--- src/rtl/core/sedfr_pkg.sv ---
// shared types and constants of the stx/etx/dle frame receiver
package sedfr_pkg;

   localparam int BYTE_W          = 8;
   localparam int IDX_W           = 5;
   localparam int CSR_IDX_W       = 2;
   localparam int FRAME_BYTES_DEF = 32;

   localparam logic [BYTE_W-1:0] START_CODE_RST  = 8'h02;
   localparam logic [BYTE_W-1:0] END_CODE_RST    = 8'h03;
   localparam logic [BYTE_W-1:0] ESCAPE_CODE_RST = 8'h10;
   localparam logic [BYTE_W-1:0] ESC_MASK        = 8'h7F;

   localparam logic [CSR_IDX_W-1:0] CSR_START_CODE  = 2'd0;
   localparam logic [CSR_IDX_W-1:0] CSR_END_CODE    = 2'd1;
   localparam logic [CSR_IDX_W-1:0] CSR_ESCAPE_CODE = 2'd2;

   localparam logic CMD_BYTE    = 1'b0;
   localparam logic CMD_RELEASE = 1'b1;

   typedef enum logic [2:0] {
      ST_WAIT,
      ST_READ,
      ST_ESC,
      ST_ALIGN,
      ST_DRAIN,
      ST_END
   } state_type;

endpackage

--- src/rtl/core/sedfr_cell.sv ---
// one byte cell of the frame shift chain
module sedfr_cell (
   input  logic                          clock,
   input  logic                          shift_en,
   input  logic [sedfr_pkg::BYTE_W-1:0]  nbr_data,
   output logic [sedfr_pkg::BYTE_W-1:0]  cell_data
);
   import sedfr_pkg::*;

   logic [BYTE_W-1:0] data_ff;
   logic [BYTE_W-1:0] data_in;

   assign data_in   = shift_en ? nbr_data : data_ff;
   assign cell_data = data_ff;

   always_ff @(posedge clock) begin
      data_ff <= data_in;
   end

endmodule

--- src/rtl/core/stx_etx_dle_frame_receiver_core.sv ---
// top level of the stx/etx/dle deframer with its byte cell chain
//
// channel | dir | handshake             | payload
// req     | in  | req_valid/req_ready   | req_command, req_rx_byte
// rsp     | out | rsp_valid/rsp_ready   | rsp_data, rsp_index, rsp_last, rsp_empty_frame
// csr     | in  | csr_valid/csr_ready   | csr_index, csr_data
//
// a request that does not close a frame is taken in the cycle it is offered
// an end code holds off requests while the chain shifts the frame to its head
// in ST_ALIGN, then the results are given out in ST_DRAIN
// (k bytes, or one empty result)
// after the last result the receiver takes requests again, a release reopens it
// rsp stalls only delay the drain, reset sets the control state and the codes to their reset values
module stx_etx_dle_frame_receiver_core #(
   parameter int FRAME_BYTES = sedfr_pkg::FRAME_BYTES_DEF
) (
   input  logic                             clock,
   input  logic                             reset,
   input  logic                             req_valid,
   output logic                             req_ready,
   input  logic                             req_command,
   input  logic [sedfr_pkg::BYTE_W-1:0]     req_rx_byte,
   output logic                             rsp_valid,
   input  logic                             rsp_ready,
   output logic [sedfr_pkg::BYTE_W-1:0]     rsp_data,
   output logic [sedfr_pkg::IDX_W-1:0]      rsp_index,
   output logic                             rsp_last,
   output logic                             rsp_empty_frame,
   input  logic                             csr_valid,
   output logic                             csr_ready,
   input  logic [sedfr_pkg::CSR_IDX_W-1:0]  csr_index,
   input  logic [sedfr_pkg::BYTE_W-1:0]     csr_data
);
   import sedfr_pkg::*;

   localparam int CNT_W = $clog2(FRAME_BYTES + 1);
   localparam logic [CNT_W-1:0] FULL_CNT = CNT_W'(FRAME_BYTES);

   state_type state_ff, state_in;

   logic [BYTE_W-1:0] start_code_ff, start_code_in;
   logic [BYTE_W-1:0] end_code_ff, end_code_in;
   logic [BYTE_W-1:0] escape_code_ff, escape_code_in;

   logic [CNT_W-1:0] count_ff, count_in;
   logic [CNT_W-1:0] skip_ff, skip_in;
   logic [CNT_W-1:0] pos_ff, pos_in;

   logic              rsp_valid_ff, rsp_valid_in;
   logic [BYTE_W-1:0] rsp_data_ff, rsp_data_in;
   logic [IDX_W-1:0]  rsp_index_ff, rsp_index_in;
   logic              rsp_last_ff, rsp_last_in;
   logic              rsp_empty_ff, rsp_empty_in;

   logic              req_fire;
   logic              is_byte;
   logic              is_release;
   logic              is_start;
   logic              is_end;
   logic              is_esc;
   logic              is_plain;
   logic              has_room;
   logic              rsp_free;
   logic              frame_empty;
   logic              last_hit;
   logic              store_en;
   logic              shift_en;
   logic [BYTE_W-1:0] shift_in;

   logic [BYTE_W-1:0] cell_data [FRAME_BYTES];
   logic [BYTE_W-1:0] nbr_data  [FRAME_BYTES];

   // byte chain, the head cell feeds the result register
   for (genvar i = 0; i < FRAME_BYTES; i++) begin : g_cell
      if (i == FRAME_BYTES - 1) begin : g_tail
         assign nbr_data[i] = shift_in;
      end else begin : g_mid
         assign nbr_data[i] = cell_data[i+1];
      end
      sedfr_cell u_cell (
         .clock     (clock),
         .shift_en  (shift_en),
         .nbr_data  (nbr_data[i]),
         .cell_data (cell_data[i])
      );
   end

   assign req_fire    = req_valid && req_ready;
   assign is_byte     = req_command == CMD_BYTE;
   assign is_release  = req_command == CMD_RELEASE;
   assign is_start    = req_rx_byte == start_code_ff;
   assign is_end      = !is_start && (req_rx_byte == end_code_ff);
   assign is_esc      = !is_start && !is_end && (req_rx_byte == escape_code_ff);
   assign is_plain    = !is_start && !is_end && !is_esc;
   assign has_room    = count_ff < FULL_CNT;
   assign rsp_free    = !rsp_valid_ff || rsp_ready;
   assign frame_empty = count_ff == '0;
   assign last_hit    = CNT_W'(pos_ff + 1'b1) == count_ff;

   // next state
   always_comb begin
      state_in = state_ff;
      case (state_ff)
         ST_WAIT: begin
            if (req_fire && is_byte && is_start) state_in = ST_READ;
         end
         ST_READ: begin
            if (req_fire && is_byte) begin
               if (is_start)      state_in = ST_WAIT;
               else if (is_end)   state_in = ST_ALIGN;
               else if (is_esc)   state_in = ST_ESC;
               else if (has_room) state_in = ST_READ;
               else               state_in = ST_WAIT;
            end
         end
         ST_ESC: begin
            if (req_fire && is_byte) begin
               if (!is_plain)     state_in = ST_WAIT;
               else if (has_room) state_in = ST_READ;
               else               state_in = ST_WAIT;
            end
         end
         ST_ALIGN: begin
            if (skip_ff == '0) state_in = ST_DRAIN;
         end
         ST_DRAIN: begin
            if (rsp_free && (frame_empty || last_hit)) state_in = ST_END;
         end
         ST_END: begin
            if (req_fire && is_release) state_in = ST_WAIT;
         end
         default: state_in = ST_WAIT;
      endcase
   end

   // outputs and datapath controls
   always_comb begin
      req_ready    = 1'b0;
      store_en     = 1'b0;
      shift_en     = 1'b0;
      shift_in     = req_rx_byte;
      count_in     = count_ff;
      skip_in      = skip_ff;
      pos_in       = pos_ff;
      rsp_valid_in = rsp_valid_ff && !rsp_ready;
      rsp_data_in  = rsp_data_ff;
      rsp_index_in = rsp_index_ff;
      rsp_last_in  = rsp_last_ff;
      rsp_empty_in = rsp_empty_ff;
      case (state_ff)
         ST_WAIT: begin
            req_ready = 1'b1;
            if (req_fire && is_byte && is_start) count_in = '0;
         end
         ST_READ: begin
            req_ready = 1'b1;
            store_en  = req_fire && is_byte && is_plain && has_room;
            if (req_fire && is_byte && is_end) begin
               skip_in = CNT_W'(FULL_CNT - count_ff);
               pos_in  = '0;
            end
         end
         ST_ESC: begin
            req_ready = 1'b1;
            shift_in  = req_rx_byte & ESC_MASK;
            store_en  = req_fire && is_byte && is_plain && has_room;
         end
         ST_ALIGN: begin
            if (skip_ff != '0) begin
               shift_en = 1'b1;
               skip_in  = CNT_W'(skip_ff - 1'b1);
            end
         end
         ST_DRAIN: begin
            if (rsp_free) begin
               rsp_valid_in = 1'b1;
               rsp_index_in = IDX_W'(pos_ff);
               rsp_last_in  = frame_empty || last_hit;
               rsp_empty_in = frame_empty;
               rsp_data_in  = frame_empty ? '0 : cell_data[0];
               if (!frame_empty) begin
                  shift_en = 1'b1;
                  pos_in   = CNT_W'(pos_ff + 1'b1);
               end
            end
         end
         ST_END: begin
            req_ready = 1'b1;
         end
         default: begin
            req_ready = 1'b0;
         end
      endcase
      if (store_en) begin
         shift_en = 1'b1;
         count_in = CNT_W'(count_ff + 1'b1);
      end
   end

   // code registers
   always_comb begin
      start_code_in  = start_code_ff;
      end_code_in    = end_code_ff;
      escape_code_in = escape_code_ff;
      if (csr_valid && csr_ready) begin
         case (csr_index)
            CSR_START_CODE:  start_code_in  = csr_data;
            CSR_END_CODE:    end_code_in    = csr_data;
            CSR_ESCAPE_CODE: escape_code_in = csr_data;
            default: begin
               start_code_in = start_code_ff;
            end
         endcase
      end
   end

   assign csr_ready = 1'b1;

   always_ff @(posedge clock) begin
      if (reset) begin
         state_ff       <= ST_WAIT;
         start_code_ff  <= START_CODE_RST;
         end_code_ff    <= END_CODE_RST;
         escape_code_ff <= ESCAPE_CODE_RST;
         count_ff       <= '0;
         skip_ff        <= '0;
         pos_ff         <= '0;
         rsp_valid_ff   <= 1'b0;
      end else begin
         state_ff       <= state_in;
         start_code_ff  <= start_code_in;
         end_code_ff    <= end_code_in;
         escape_code_ff <= escape_code_in;
         count_ff       <= count_in;
         skip_ff        <= skip_in;
         pos_ff         <= pos_in;
         rsp_valid_ff   <= rsp_valid_in;
      end
   end

   always_ff @(posedge clock) begin
      rsp_data_ff  <= rsp_data_in;
      rsp_index_ff <= rsp_index_in;
      rsp_last_ff  <= rsp_last_in;
      rsp_empty_ff <= rsp_empty_in;
   end

   assign rsp_valid       = rsp_valid_ff;
   assign rsp_data        = rsp_data_ff;
   assign rsp_index       = rsp_index_ff;
   assign rsp_last        = rsp_last_ff;
   assign rsp_empty_frame = rsp_empty_ff;

endmodule

--- config.mk ---
export PLATFORM = sky130hd
export DESIGN_NAME = stx_etx_dle_frame_receiver_core
export DESIGN_NICKNAME = d
export VERILOG_FILES = /design/src/rtl/core/sedfr_pkg.sv /design/src/rtl/core/sedfr_cell.sv /design/src/rtl/core/stx_etx_dle_frame_receiver_core.sv
export SDC_FILE = /design/constraint.sdc
export NUM_CORES = 1
export LEC_CHECK = 0
export BUFFER_PORTS_ARGS = -buffer_cell sky130_fd_sc_hd__buf_2
export CORE_MARGIN = 2
export CORE_UTILIZATION = 57
export CTS_BUF_LIST = sky130_fd_sc_hd__clkbuf_4
export DETAILED_ROUTE_END_ITERATION = 8
export PLACE_DENSITY = 0.77
export SLEW_MARGIN = 20
export SYNTH_ARGS = -nofsm -noshare
export SYNTH_HDL_FRONTEND = slang
export SYNTH_SLANG_ARGS = --single-unit
--- constraint.sdc ---
create_clock -name clock -period 11.2 [get_ports clock]
set_clock_uncertainty 0.2 [all_clocks]
set_input_delay 1.68 -clock clock [delete_from_list [all_inputs] [get_ports clock]]
set_output_delay 1.68 -clock clock [all_outputs]
set_load 0.03 [all_outputs]
Word-level counts from Yosys, hierarchy flattened

Index checks and enable logic that the tools add are counted.
W data, S select, Z words.

Bits in latches: 0
Memories: 0
RAM bits: 0
Register bits: 317
ROM bits: 0
Input bits: 24
Logic and storage cells: 142

Eq/ne operators: 21
Shifts and indexed selects: 0
Divide/modulo/power cells: 0
Multiplexer cells: 31
Bitwise logic cells: 1
Multipliers: 0
Reduce and logical (&&, ||, !) cells: 39
$add $sub $neg: 4
$lt $le $gt $ge: 1

Operators with widths:

| kind                  | number |
|---|---|
| $mux W6               | 8 |
| $eq A8 B8 Y1          | 3 |
| $pmux W6 S2           | 2 |
| $ne A2 B2 Y1 const B  | 10 |
| $mux W3               | 6 |
| $pmux W3 S6           | 1 |
| $logic_and A1 B1 Y1   | 13 |
| $add A6 B1 Y6 const B | 2 |
| $logic_not A6 Y1      | 2 |
| $mux W1               | 10 |
| $reduce_and A2 Y1     | 5 |
| $reduce_bool A2 Y1    | 4 |
| $eq A3 B2 Y1 const B  | 2 |
| $eq A3 B3 Y1 const B  | 2 |
| $eq A6 B6 Y1          | 1 |
| $lt A6 B6 Y1 const B  | 1 |
| $mux W2               | 3 |
| $reduce_and A6 Y1     | 1 |
| $reduce_bool A6 Y1    | 1 |
| $sub A6 B1 Y6 const B | 1 |
| $sub A6 B6 Y6 const A | 1 |
| $logic_not A1 Y1      | 5 |
| $reduce_and A4 Y1     | 1 |
| $reduce_or A4 Y1      | 1 |
| 10 further kinds      | 11 |

Logic depth before layout (Yosys ltp)

Gate-level depths: netlist of run 1.

Depth after elaboration: 13
Depth in mapped cells: 9

By module

A second synthesis of run 1 with hierarchy kept.

Cells, all modules: 603
Area total of the unflattened synthesis: 10936.7 um^2

Modules (own cells, without submodules):

| module                          | cells an instance | instances | area an instance (um^2) | sequential area each (um^2) |
|---|---|---|---|---|
| sedfr_cell                      | 8                 | 32        | 240.2                   | 240.2 |
| stx_etx_dle_frame_receiver_core | 347               | 1         | 3249.4                  | 1371.3 |

Worst setup path after synthesis of run 1

OpenSTA, ideal clock, no wires.

Path kind: input to register
Start: input port req_rx_byte[5] (netlist bit)
End: register g_cell[0].u_cell.data_ff[0] (enable)
Buffers on the path: 1
Arrival: 8.201 ns
Cell stages on the path: 6
Data required time: 8.413 ns
Setup slack: 0.213 ns
Cells stage by stage: xnor2_1 > nand4_1 > or2_0 > buf_2 > nand3b_1 > nand3_1

Word-level cells in the longest chain between the ends: 12

RTL lines:

| what                               | RTL line                                                                                                            | source |
|---|---|---|
| start: declaration                 | stx_etx_dle_frame_receiver_core.sv:22                                                                               | `input logic [sedfr_pkg::BYTE_W-1:0] req_rx_byte,` |
| $eq A8 B8 Y1                       | stx_etx_dle_frame_receiver_core.sv:91                                                                               | `assign is_start = req_rx_byte == start_code_ff;` |
| $logic_not A1 Y1                   | stx_etx_dle_frame_receiver_core.sv:92, stx_etx_dle_frame_receiver_core.sv:93, stx_etx_dle_frame_receiver_core.sv:94 |  |
| $logic_and A1 B1 Y1                | stx_etx_dle_frame_receiver_core.sv:92                                                                               | `assign is_end = !is_start && (req_rx_byte == end_code_ff);` |
| $logic_not A1 Y1                   | stx_etx_dle_frame_receiver_core.sv:93, stx_etx_dle_frame_receiver_core.sv:94                                        |  |
| $logic_and A1 B1 Y1                | stx_etx_dle_frame_receiver_core.sv:93, stx_etx_dle_frame_receiver_core.sv:94                                        |  |
| $logic_and A1 B1 Y1                | stx_etx_dle_frame_receiver_core.sv:93                                                                               | `assign is_esc = !is_start && !is_end && (req_rx_byte == escape_code_ff);` |
| $logic_not A1 Y1                   | stx_etx_dle_frame_receiver_core.sv:94                                                                               | `assign is_plain = !is_start && !is_end && !is_esc;` |
| $logic_and A1 B1 Y1 *              | stx_etx_dle_frame_receiver_core.sv:94                                                                               |  |
| $logic_and A1 B1 Y1 * (2 in a row) | stx_etx_dle_frame_receiver_core.sv:157, stx_etx_dle_frame_receiver_core.sv:166                                      |  |
| $mux W1 *                          | -                                                                                                                   |  |
| $mux W1 *                          | stx_etx_dle_frame_receiver_core.sv:194                                                                              | `if (store_en) begin` |
| via g_cell[0].u_cell.shift_en      | sedfr_cell.sv:4                                                                                                     | `input logic shift_en,` |
| end signal: assignment             | sedfr_cell.sv:17                                                                                                    | `data_ff <= data_in;` |
| end: declaration                   | sedfr_cell.sv:10                                                                                                    | `logic [BYTE_W-1:0] data_ff;` |

Mark *: on every way through the listed nets, which the timed path passes. The rest lies on a longest branch.
A chain may end at the register's enable or synchronous reset.

Worst setup path after layout of run 1

Start: input port req_valid
End: register g_cell[3].u_cell.data_ff[7] (enable)

Word-level cells in the longest chain between the ends: 6

RTL lines:

| what                             | RTL line                                                                       | source |
|---|---|---|
| start: declaration               | stx_etx_dle_frame_receiver_core.sv:19                                          | `input logic req_valid,` |
| $logic_and A1 B1 Y1              | stx_etx_dle_frame_receiver_core.sv:88                                          | `assign req_fire = req_valid && req_ready;` |
| $logic_and A1 B1 Y1 (3 in a row) | stx_etx_dle_frame_receiver_core.sv:157, stx_etx_dle_frame_receiver_core.sv:166 |  |
| $mux W1                          | -                                                                              |  |
| $mux W1                          | stx_etx_dle_frame_receiver_core.sv:194                                         |  |
| via g_cell[0].u_cell.shift_en    | sedfr_cell.sv:4                                                                |  |
| end signal: assignment           | sedfr_cell.sv:17                                                               |  |
| end: declaration                 | sedfr_cell.sv:10                                                               |  |

The timed path passes the listed nets, and every way through them passes these cells.

==> results of run 1 <==
-- layout make-up --
type,instances,area [sq um]
Sequential cell,317,9060
Fill cell,1271,6390
Multi-Input combinational cell,253,1730
Clock buffer,110,826
Tap cell,234,293
Timing Repair Buffer,45,238
Clock inverter,21,140
Inverter,7,27.5
-- synthesized netlist by cell type (2+ instances only) --
cell type	n	area [sq um]
nand4_1	7	43.8
a311oi_1	3	26.3
nand3b_1	5	37.5
o211a_1	2	20.0
inv_1	5	18.8
nor3b_1	3	22.5
mux2i_1	26	260
and2_1	9	56.3
o21ai_1	3	15.0
clkbuf_1	9	33.8
ha_1	5	62.6
nor3_1	8	40.0
a211o_1	2	17.5
nand2b_1	8	50.1
nor2_1	42	158
o2111ai_1	2	17.5
or3_1	5	31.3
buf_6	3	33.8
a21oi_1	12	60.1
edfxtp_1	271	8140
nor2b_1	4	25.0
and3b_1	2	17.5
nand2_1	17	63.8
o31a_1	2	17.5
xnor2_1	29	254
dfxtp_1	46	921
xor2_1	7	61.3
o21ai_0	10	50.1
buf_2	2	10.0
nand3_1	16	80.1
buf_1	3	11.3
-- flip-flops by register name, summed over array words and instances, names as in the netlist --
name and cells:
rsp_last 1, start_code_ff 8, skip_ff 6, rsp_data 8, end_code_ff 8, g_cell.u_cell.cell_data 256
state_ff 3, count_ff 6, rsp_empty_frame 1, escape_code_ff 8, pos_ff 6, rsp_valid 1
rsp_index 5
-- layer usage --
layer / up-vias / wire length, um / global-route usage, %
met5: - / 0 / 0
met4: 0 / 431 / 9.07
met3: 38 / 970 / 4.91
met2: 188 / 8150 / 27.8
met1: 2594 / 7220 / 22.4
li1: 2503 / - / -
-- critical path, delay by kind of cell --
kind,cells,cell delay (ns)
buffers and inverters,3,1.65
and+or+nand+nor,4,1.28
AOI/OAI and AO/OA,1,0.27
-- logic make-up after synthesis --
kind of cell,count (synthesis),synth area share (%)
compound gates,51,3.44
flops,317,83.1
other cells,1,0.0344
xor+xnor,36,2.89
simple gates,133,6.32
buf+inv,25,1.14
mux,27,2.49
fa+ha+maj,5,0.574
-- worst paths after layout --
| check | cells after the start | from | slack [ns] | end |
|---|---|---|---|---|
| worst min-delay path | 0 | g_cell[7].u_cell.cell_data[5] | 0.21 | g_cell[6].u_cell.cell_data[5] |
| worst max register to register | 7 | state_ff[0] | 6.88 | g_cell[3].u_cell.cell_data[7] |
| worst max-delay path | 8 | req_valid | 6.32 | g_cell[3].u_cell.cell_data[7] |
| worst min register to register | 0 | g_cell[7].u_cell.cell_data[5] | 0.21 | g_cell[6].u_cell.cell_data[5] |
-- through the flow --
step / worst slack (ns) / total power [mW] / std cells / hold slack [ns] / util (%)
after floorplan: 0.213 / 1.31 / 595 / 0.200 / -
after global placement: 5.85 / 1.32 / 856 / 0.201 / 60.7
after detailed placement: 5.59 / 1.32 / 856 / 0.205 / 60.7
after CTS: 6.36 / 2.25 / 987 / 0.203 / 65.8
after global routing: 6.03 / 2.32 / 987 / 0.201 / 65.8
final: 6.32 / 2.22 / 987 / 0.206 / 65.8
-- power by group --
group | switching [mW] | leakage, nW | internal, mW
sequential | 0.00278 | 2.81 | 1.27
clock | 0.426 | 0.583 | 0.499
combinational | 0.0158 | 0.838 | 0.0125
==> impl_metrics.ini, run 1 <==
[global_routing]
grt_util_all_layers_pct = 17.5
antenna_found_initial = 0
grt_max_degree = 80
grt_pass1_wl_um = 27200
grt_overflow_total = 0
grt_pass1_vias = 5467

[sta]
fmax_mhz = 205
max_slew_margin_pct = 38.0
setup_tns_ns = 0
period_share_pct = 43.5
setup_violations = 0
tightest_slew_ns = 0.930
layout_min_cycle_time_ns = 4.88
hold_viol_final = 0
report.final.slew_viol_count = 0
rsz0062_at_grt = false

[critical_path]
cp-end-kind = flip-flop
crit_arrival_ns = 4.93
critPathLaunchType = input pin
critPathKind = input pin to flip-flop
cpMaxStageDelayCell = buf_4
max_stage_delay_ns = 0.85
cp_max_fo = 79
worstPathCellList = buf_2 -> nor2b_1 -> nand3_1 -> o21ba_2 -> nand3b_1 -> nand3_4 -> buf_4 -> buf_4
cp.required_ns = 11.26
cp_common_cell = buf_4

[synth]
syn-num-nets = 624
syn_area_sq_mm = 0.0109
yosysSeqAreaShare_pct = 83.1
ys_types = 58
postSynthAreaPerCell_sq_um = 18.3
synth_top_flop_cell = edfxtp_1
synth_edf_count = 271
synth_seq_cells = 317
async_reset_ff_share_pct = 0
ys_warn_count = 0
synthCells = 595

[run_status]
status = finished clean

[clock_network]
clkTransAtPathRegs_ns = 0.06
cts-root-buf = clkbuf_4
cts_max_path_buffers = 3
cts.hold.buffers_added = 0
cts_tree = yes
postCtsSetupBuffers = 0
htree_levels = 3
clock_latency_ns = 0.64
cts_resized = 0
cts.sink_count = 317
cts_buffers = 78

[die]
io_pins = 42
die_y_um = 142
rows = 50
die_area_sq_mm = 0.0202
design.core.area_sq_mm = 0.0187
dieWidth_um = 142
start_util_pct = 58.3

[flow_run]
maxCapViolCount = 0

[power_and_ir_drop]
p_leak_nw = 4.23
ir_drop_mv = 0.101
power_density_mw_per_mm2 = 180

[drt]
antenna_left = 0
wl_per_cell_um = 17.0
drt_iter0_drc = 411
drc = 0
num_vias = 5323
first_pass_iters = 5
wirelength_um = 16800
vias_per_cell = 5.39

[placement]
portBuffers = 40
dpl_cell_area_sq_mm = 0.0113
place_hpwl_um = 9630
place.gp.congestion = 0.805

[layout]
antenna_cells = 0
final_cell_mix = 271 x edfxtp_1, 110 x clkbuf_4, 46 x dfxtp_1
final_area_sq_mm = 0.0123
final_common_cell = edfxtp_1
nNetsFinal = 731
area_growth_pct = 13.0
drive_gt1_share_pct = 23.6

[worst_hold_path]
worstHoldPathType = flip-flop to flip-flop
No activity file was read; power rests on OpenSTA's default activity.
==> run 2: changes to the inputs <==
==> constraint.sdc (replaced) <==
create_clock -name clock -period 4.2 [get_ports clock]
set_clock_uncertainty 0.2 [all_clocks]
set_input_delay 0.63 -clock clock [delete_from_list [all_inputs] [get_ports clock]]
set_output_delay 0.63 -clock clock [all_outputs]
set_load 0.03 [all_outputs]
==> run 2 against run 1 <==
  * Die area stayed put
  * Sequential share of layout area is 0.39 points lower
  * Critical path depth is 2 lower
  * Power grew to 2.7 times the previous value
  * Worst setup slack worse by 5.1 ns
  * First-iteration DRC count is 12% lower
  * Register-to-register slack worse by 5.6 ns
==> impl_metrics.ini, run 2 (same netlist as run 1, synthesis figures left out) <==
[run_status]
status = finished clean

[global_routing]
grt_pass1_vias = 5506
grt_pass1_wl_um = 26900
grt_max_degree = 131
grt_util_all_layers_pct = 17.3
antenna_found_initial = 0
grt_overflow_total = 0

[clock_network]
cts-root-buf = clkbuf_4
cts_resized = 0
postCtsSetupBuffers = 0
cts_max_path_buffers = 3
cts.hold.buffers_added = 2
cts_tree = yes
cts_buffers = 76
cts.sink_count = 317
clkTransAtPathRegs_ns = 0.07
clock_latency_ns = 0.64
htree_levels = 3

[drt]
wl_per_cell_um = 16.5
wirelength_um = 16400
antenna_left = 0
first_pass_iters = 5
num_vias = 5236
drt_iter0_drc = 363
drc = 0
vias_per_cell = 5.28

[layout]
seqCellArea_sq_mm = 0.00906
final_common_cell = edfxtp_1
fillers = 1256
finalNonFillerCells = 992
final_cell_mix = 271 x edfxtp_1, 107 x clkbuf_4, 46 x dfxtp_1
multi_input_area_sq_mm = 0.00176
antenna_cells = 0
largest_reg_flops = 256
nNetsFinal = 730
area_growth_pct = 13.6
drive_gt1_share_pct = 23.1

[critical_path]
rr_endpoint = g_cell[20].u_cell.cell_data[6]
critPathLaunch = state_ff[0]
crit_path_end = g_cell[20].u_cell.cell_data[6]
cp-end-kind = flip-flop
cp.required_ns = 4.25
r2r_slack_ns = 1.27
crit_arrival_ns = 2.99
cp_max_fo = 130
timing.rr.start = state_ff[0]
critPathKind = flip-flop to flip-flop
rr_worst_depth = 6
critPathLaunchType = flip-flop

[sta]
period_share_pct = 69.9
rsz0062_at_grt = false
hold_viol_final = 0
setup_tns_ns = 0
report.final.slew_viol_count = 0
max_slew_margin_pct = 40.5
setup_violations = 0
layout_min_cycle_time_ns = 2.93
fmax_mhz = 341
tightest_slew_ns = 0.893

[die]
io_pins = 42
rows = 50
die_area_sq_mm = 0.0202
start_util_pct = 58.3
dieWidth_um = 142
die_y_um = 142
design.core.area_sq_mm = 0.0187

[power_and_ir_drop]
p_total_mw = 5.90
power_density_mw_per_mm2 = 477
p_leak_nw = 4.25
ir_drop_mv = 0.225

[placement]
place.gp.congestion = 0.859
dp.cells = 855
portBuffers = 40
place_hpwl_um = 9490

[flow_run]
maxCapViolCount = 0

[worst_hold_path]
worstHoldPathType = input pin to flip-flop
-- run 2: changes by cell type in the layout (fill, tap and decap cells not counted) --
| cell | previous run | this run |
|---|---|---|
| clkinv_1 | 12 | 22 |
| xnor2_1 | 29 | 25 |
| buf_4 | 5 | 2 |
| dlygate4sd3_1 | 0 | 2 |
| xnor2_2 | 0 | 4 |
| inv_2 | 1 | 3 |
| clkbuf_4 | 110 | 107 |
| clkinv_2 | 8 | 3 |
| buf_12 | 0 | 2 |
-- run 2: worst min-delay path by stage --
stage,start,endpoint,slack [ns],cells after the start
after detailed placement,g_cell[15].u_cell.cell_data[7],g_cell[14].u_cell.cell_data[7],0.20,0
after CTS,req_rx_byte[1],g_cell[31].u_cell.cell_data[1],0.01,1
after global placement,g_cell[29].u_cell.cell_data[0],g_cell[28].u_cell.cell_data[0],0.20,0
after floorplan,g_cell[1].u_cell.cell_data[0],g_cell[0].u_cell.cell_data[0],0.20,0
after global routing,req_rx_byte[1],g_cell[31].u_cell.cell_data[1],0.03,1
final,csr_data[3],end_code_ff[3],0.07,3
-- run 2: power breakdown --
group / switching, mW / total [mW] / internal [mW]
registers: 0.00748 / 3.38 / 3.37
logic: 0.0440 / 0.0803 / 0.0363
clock network: 1.14 / 2.44 / 1.30
-- run 2: metrics by stage --
stage / utilization [%] / setup WS (ns) / cell area [sq um] / hold WS (ns)
finish: 66.2 / 1.27 / 12400 / 0.0680
global route: 66.2 / 1.06 / 12400 / 0.0299
CTS: 66.2 / 1.33 / 12400 / 0.0124
detailed placement: 60.9 / 1.14 / 11400 / 0.205
global placement: 60.9 / 1.25 / 11400 / 0.203
floorplan: - / -0.382 / 10900 / 0.200
-- run 2: layer usage --
layer / up-vias / part of all wire (%) / track usage (%)
li1: 2519 / - / -
met3: 22 / 5.6 / 4.71
met1: 2553 / 45 / 23.1
met2: 142 / 48 / 26.6
met5: - / 0 / 0
met4: 0 / 1.4 / 8.65
-- run 2: final cells by class --
class | instances | share of cell area (%)
Clock buffer | 107 | 6.49
Sequential cell | 317 | 73.2
Tap cell | 234 | 2.37
Inverter | 7 | 0.222
Clock inverter | 28 | 1.29
Multi-Input combinational cell | 253 | 14.2
Timing Repair Buffer | 46 | 2.22
-- run 2: critical path, cell delays in order (launching register included) --
cell and delay (ns):
dfxtp_1 0.62, xor2_1 0.21, nand3_1 0.09, o21ba_2 0.27, nand3b_1 0.33, nand3_4 0.24
buf_12 0.41
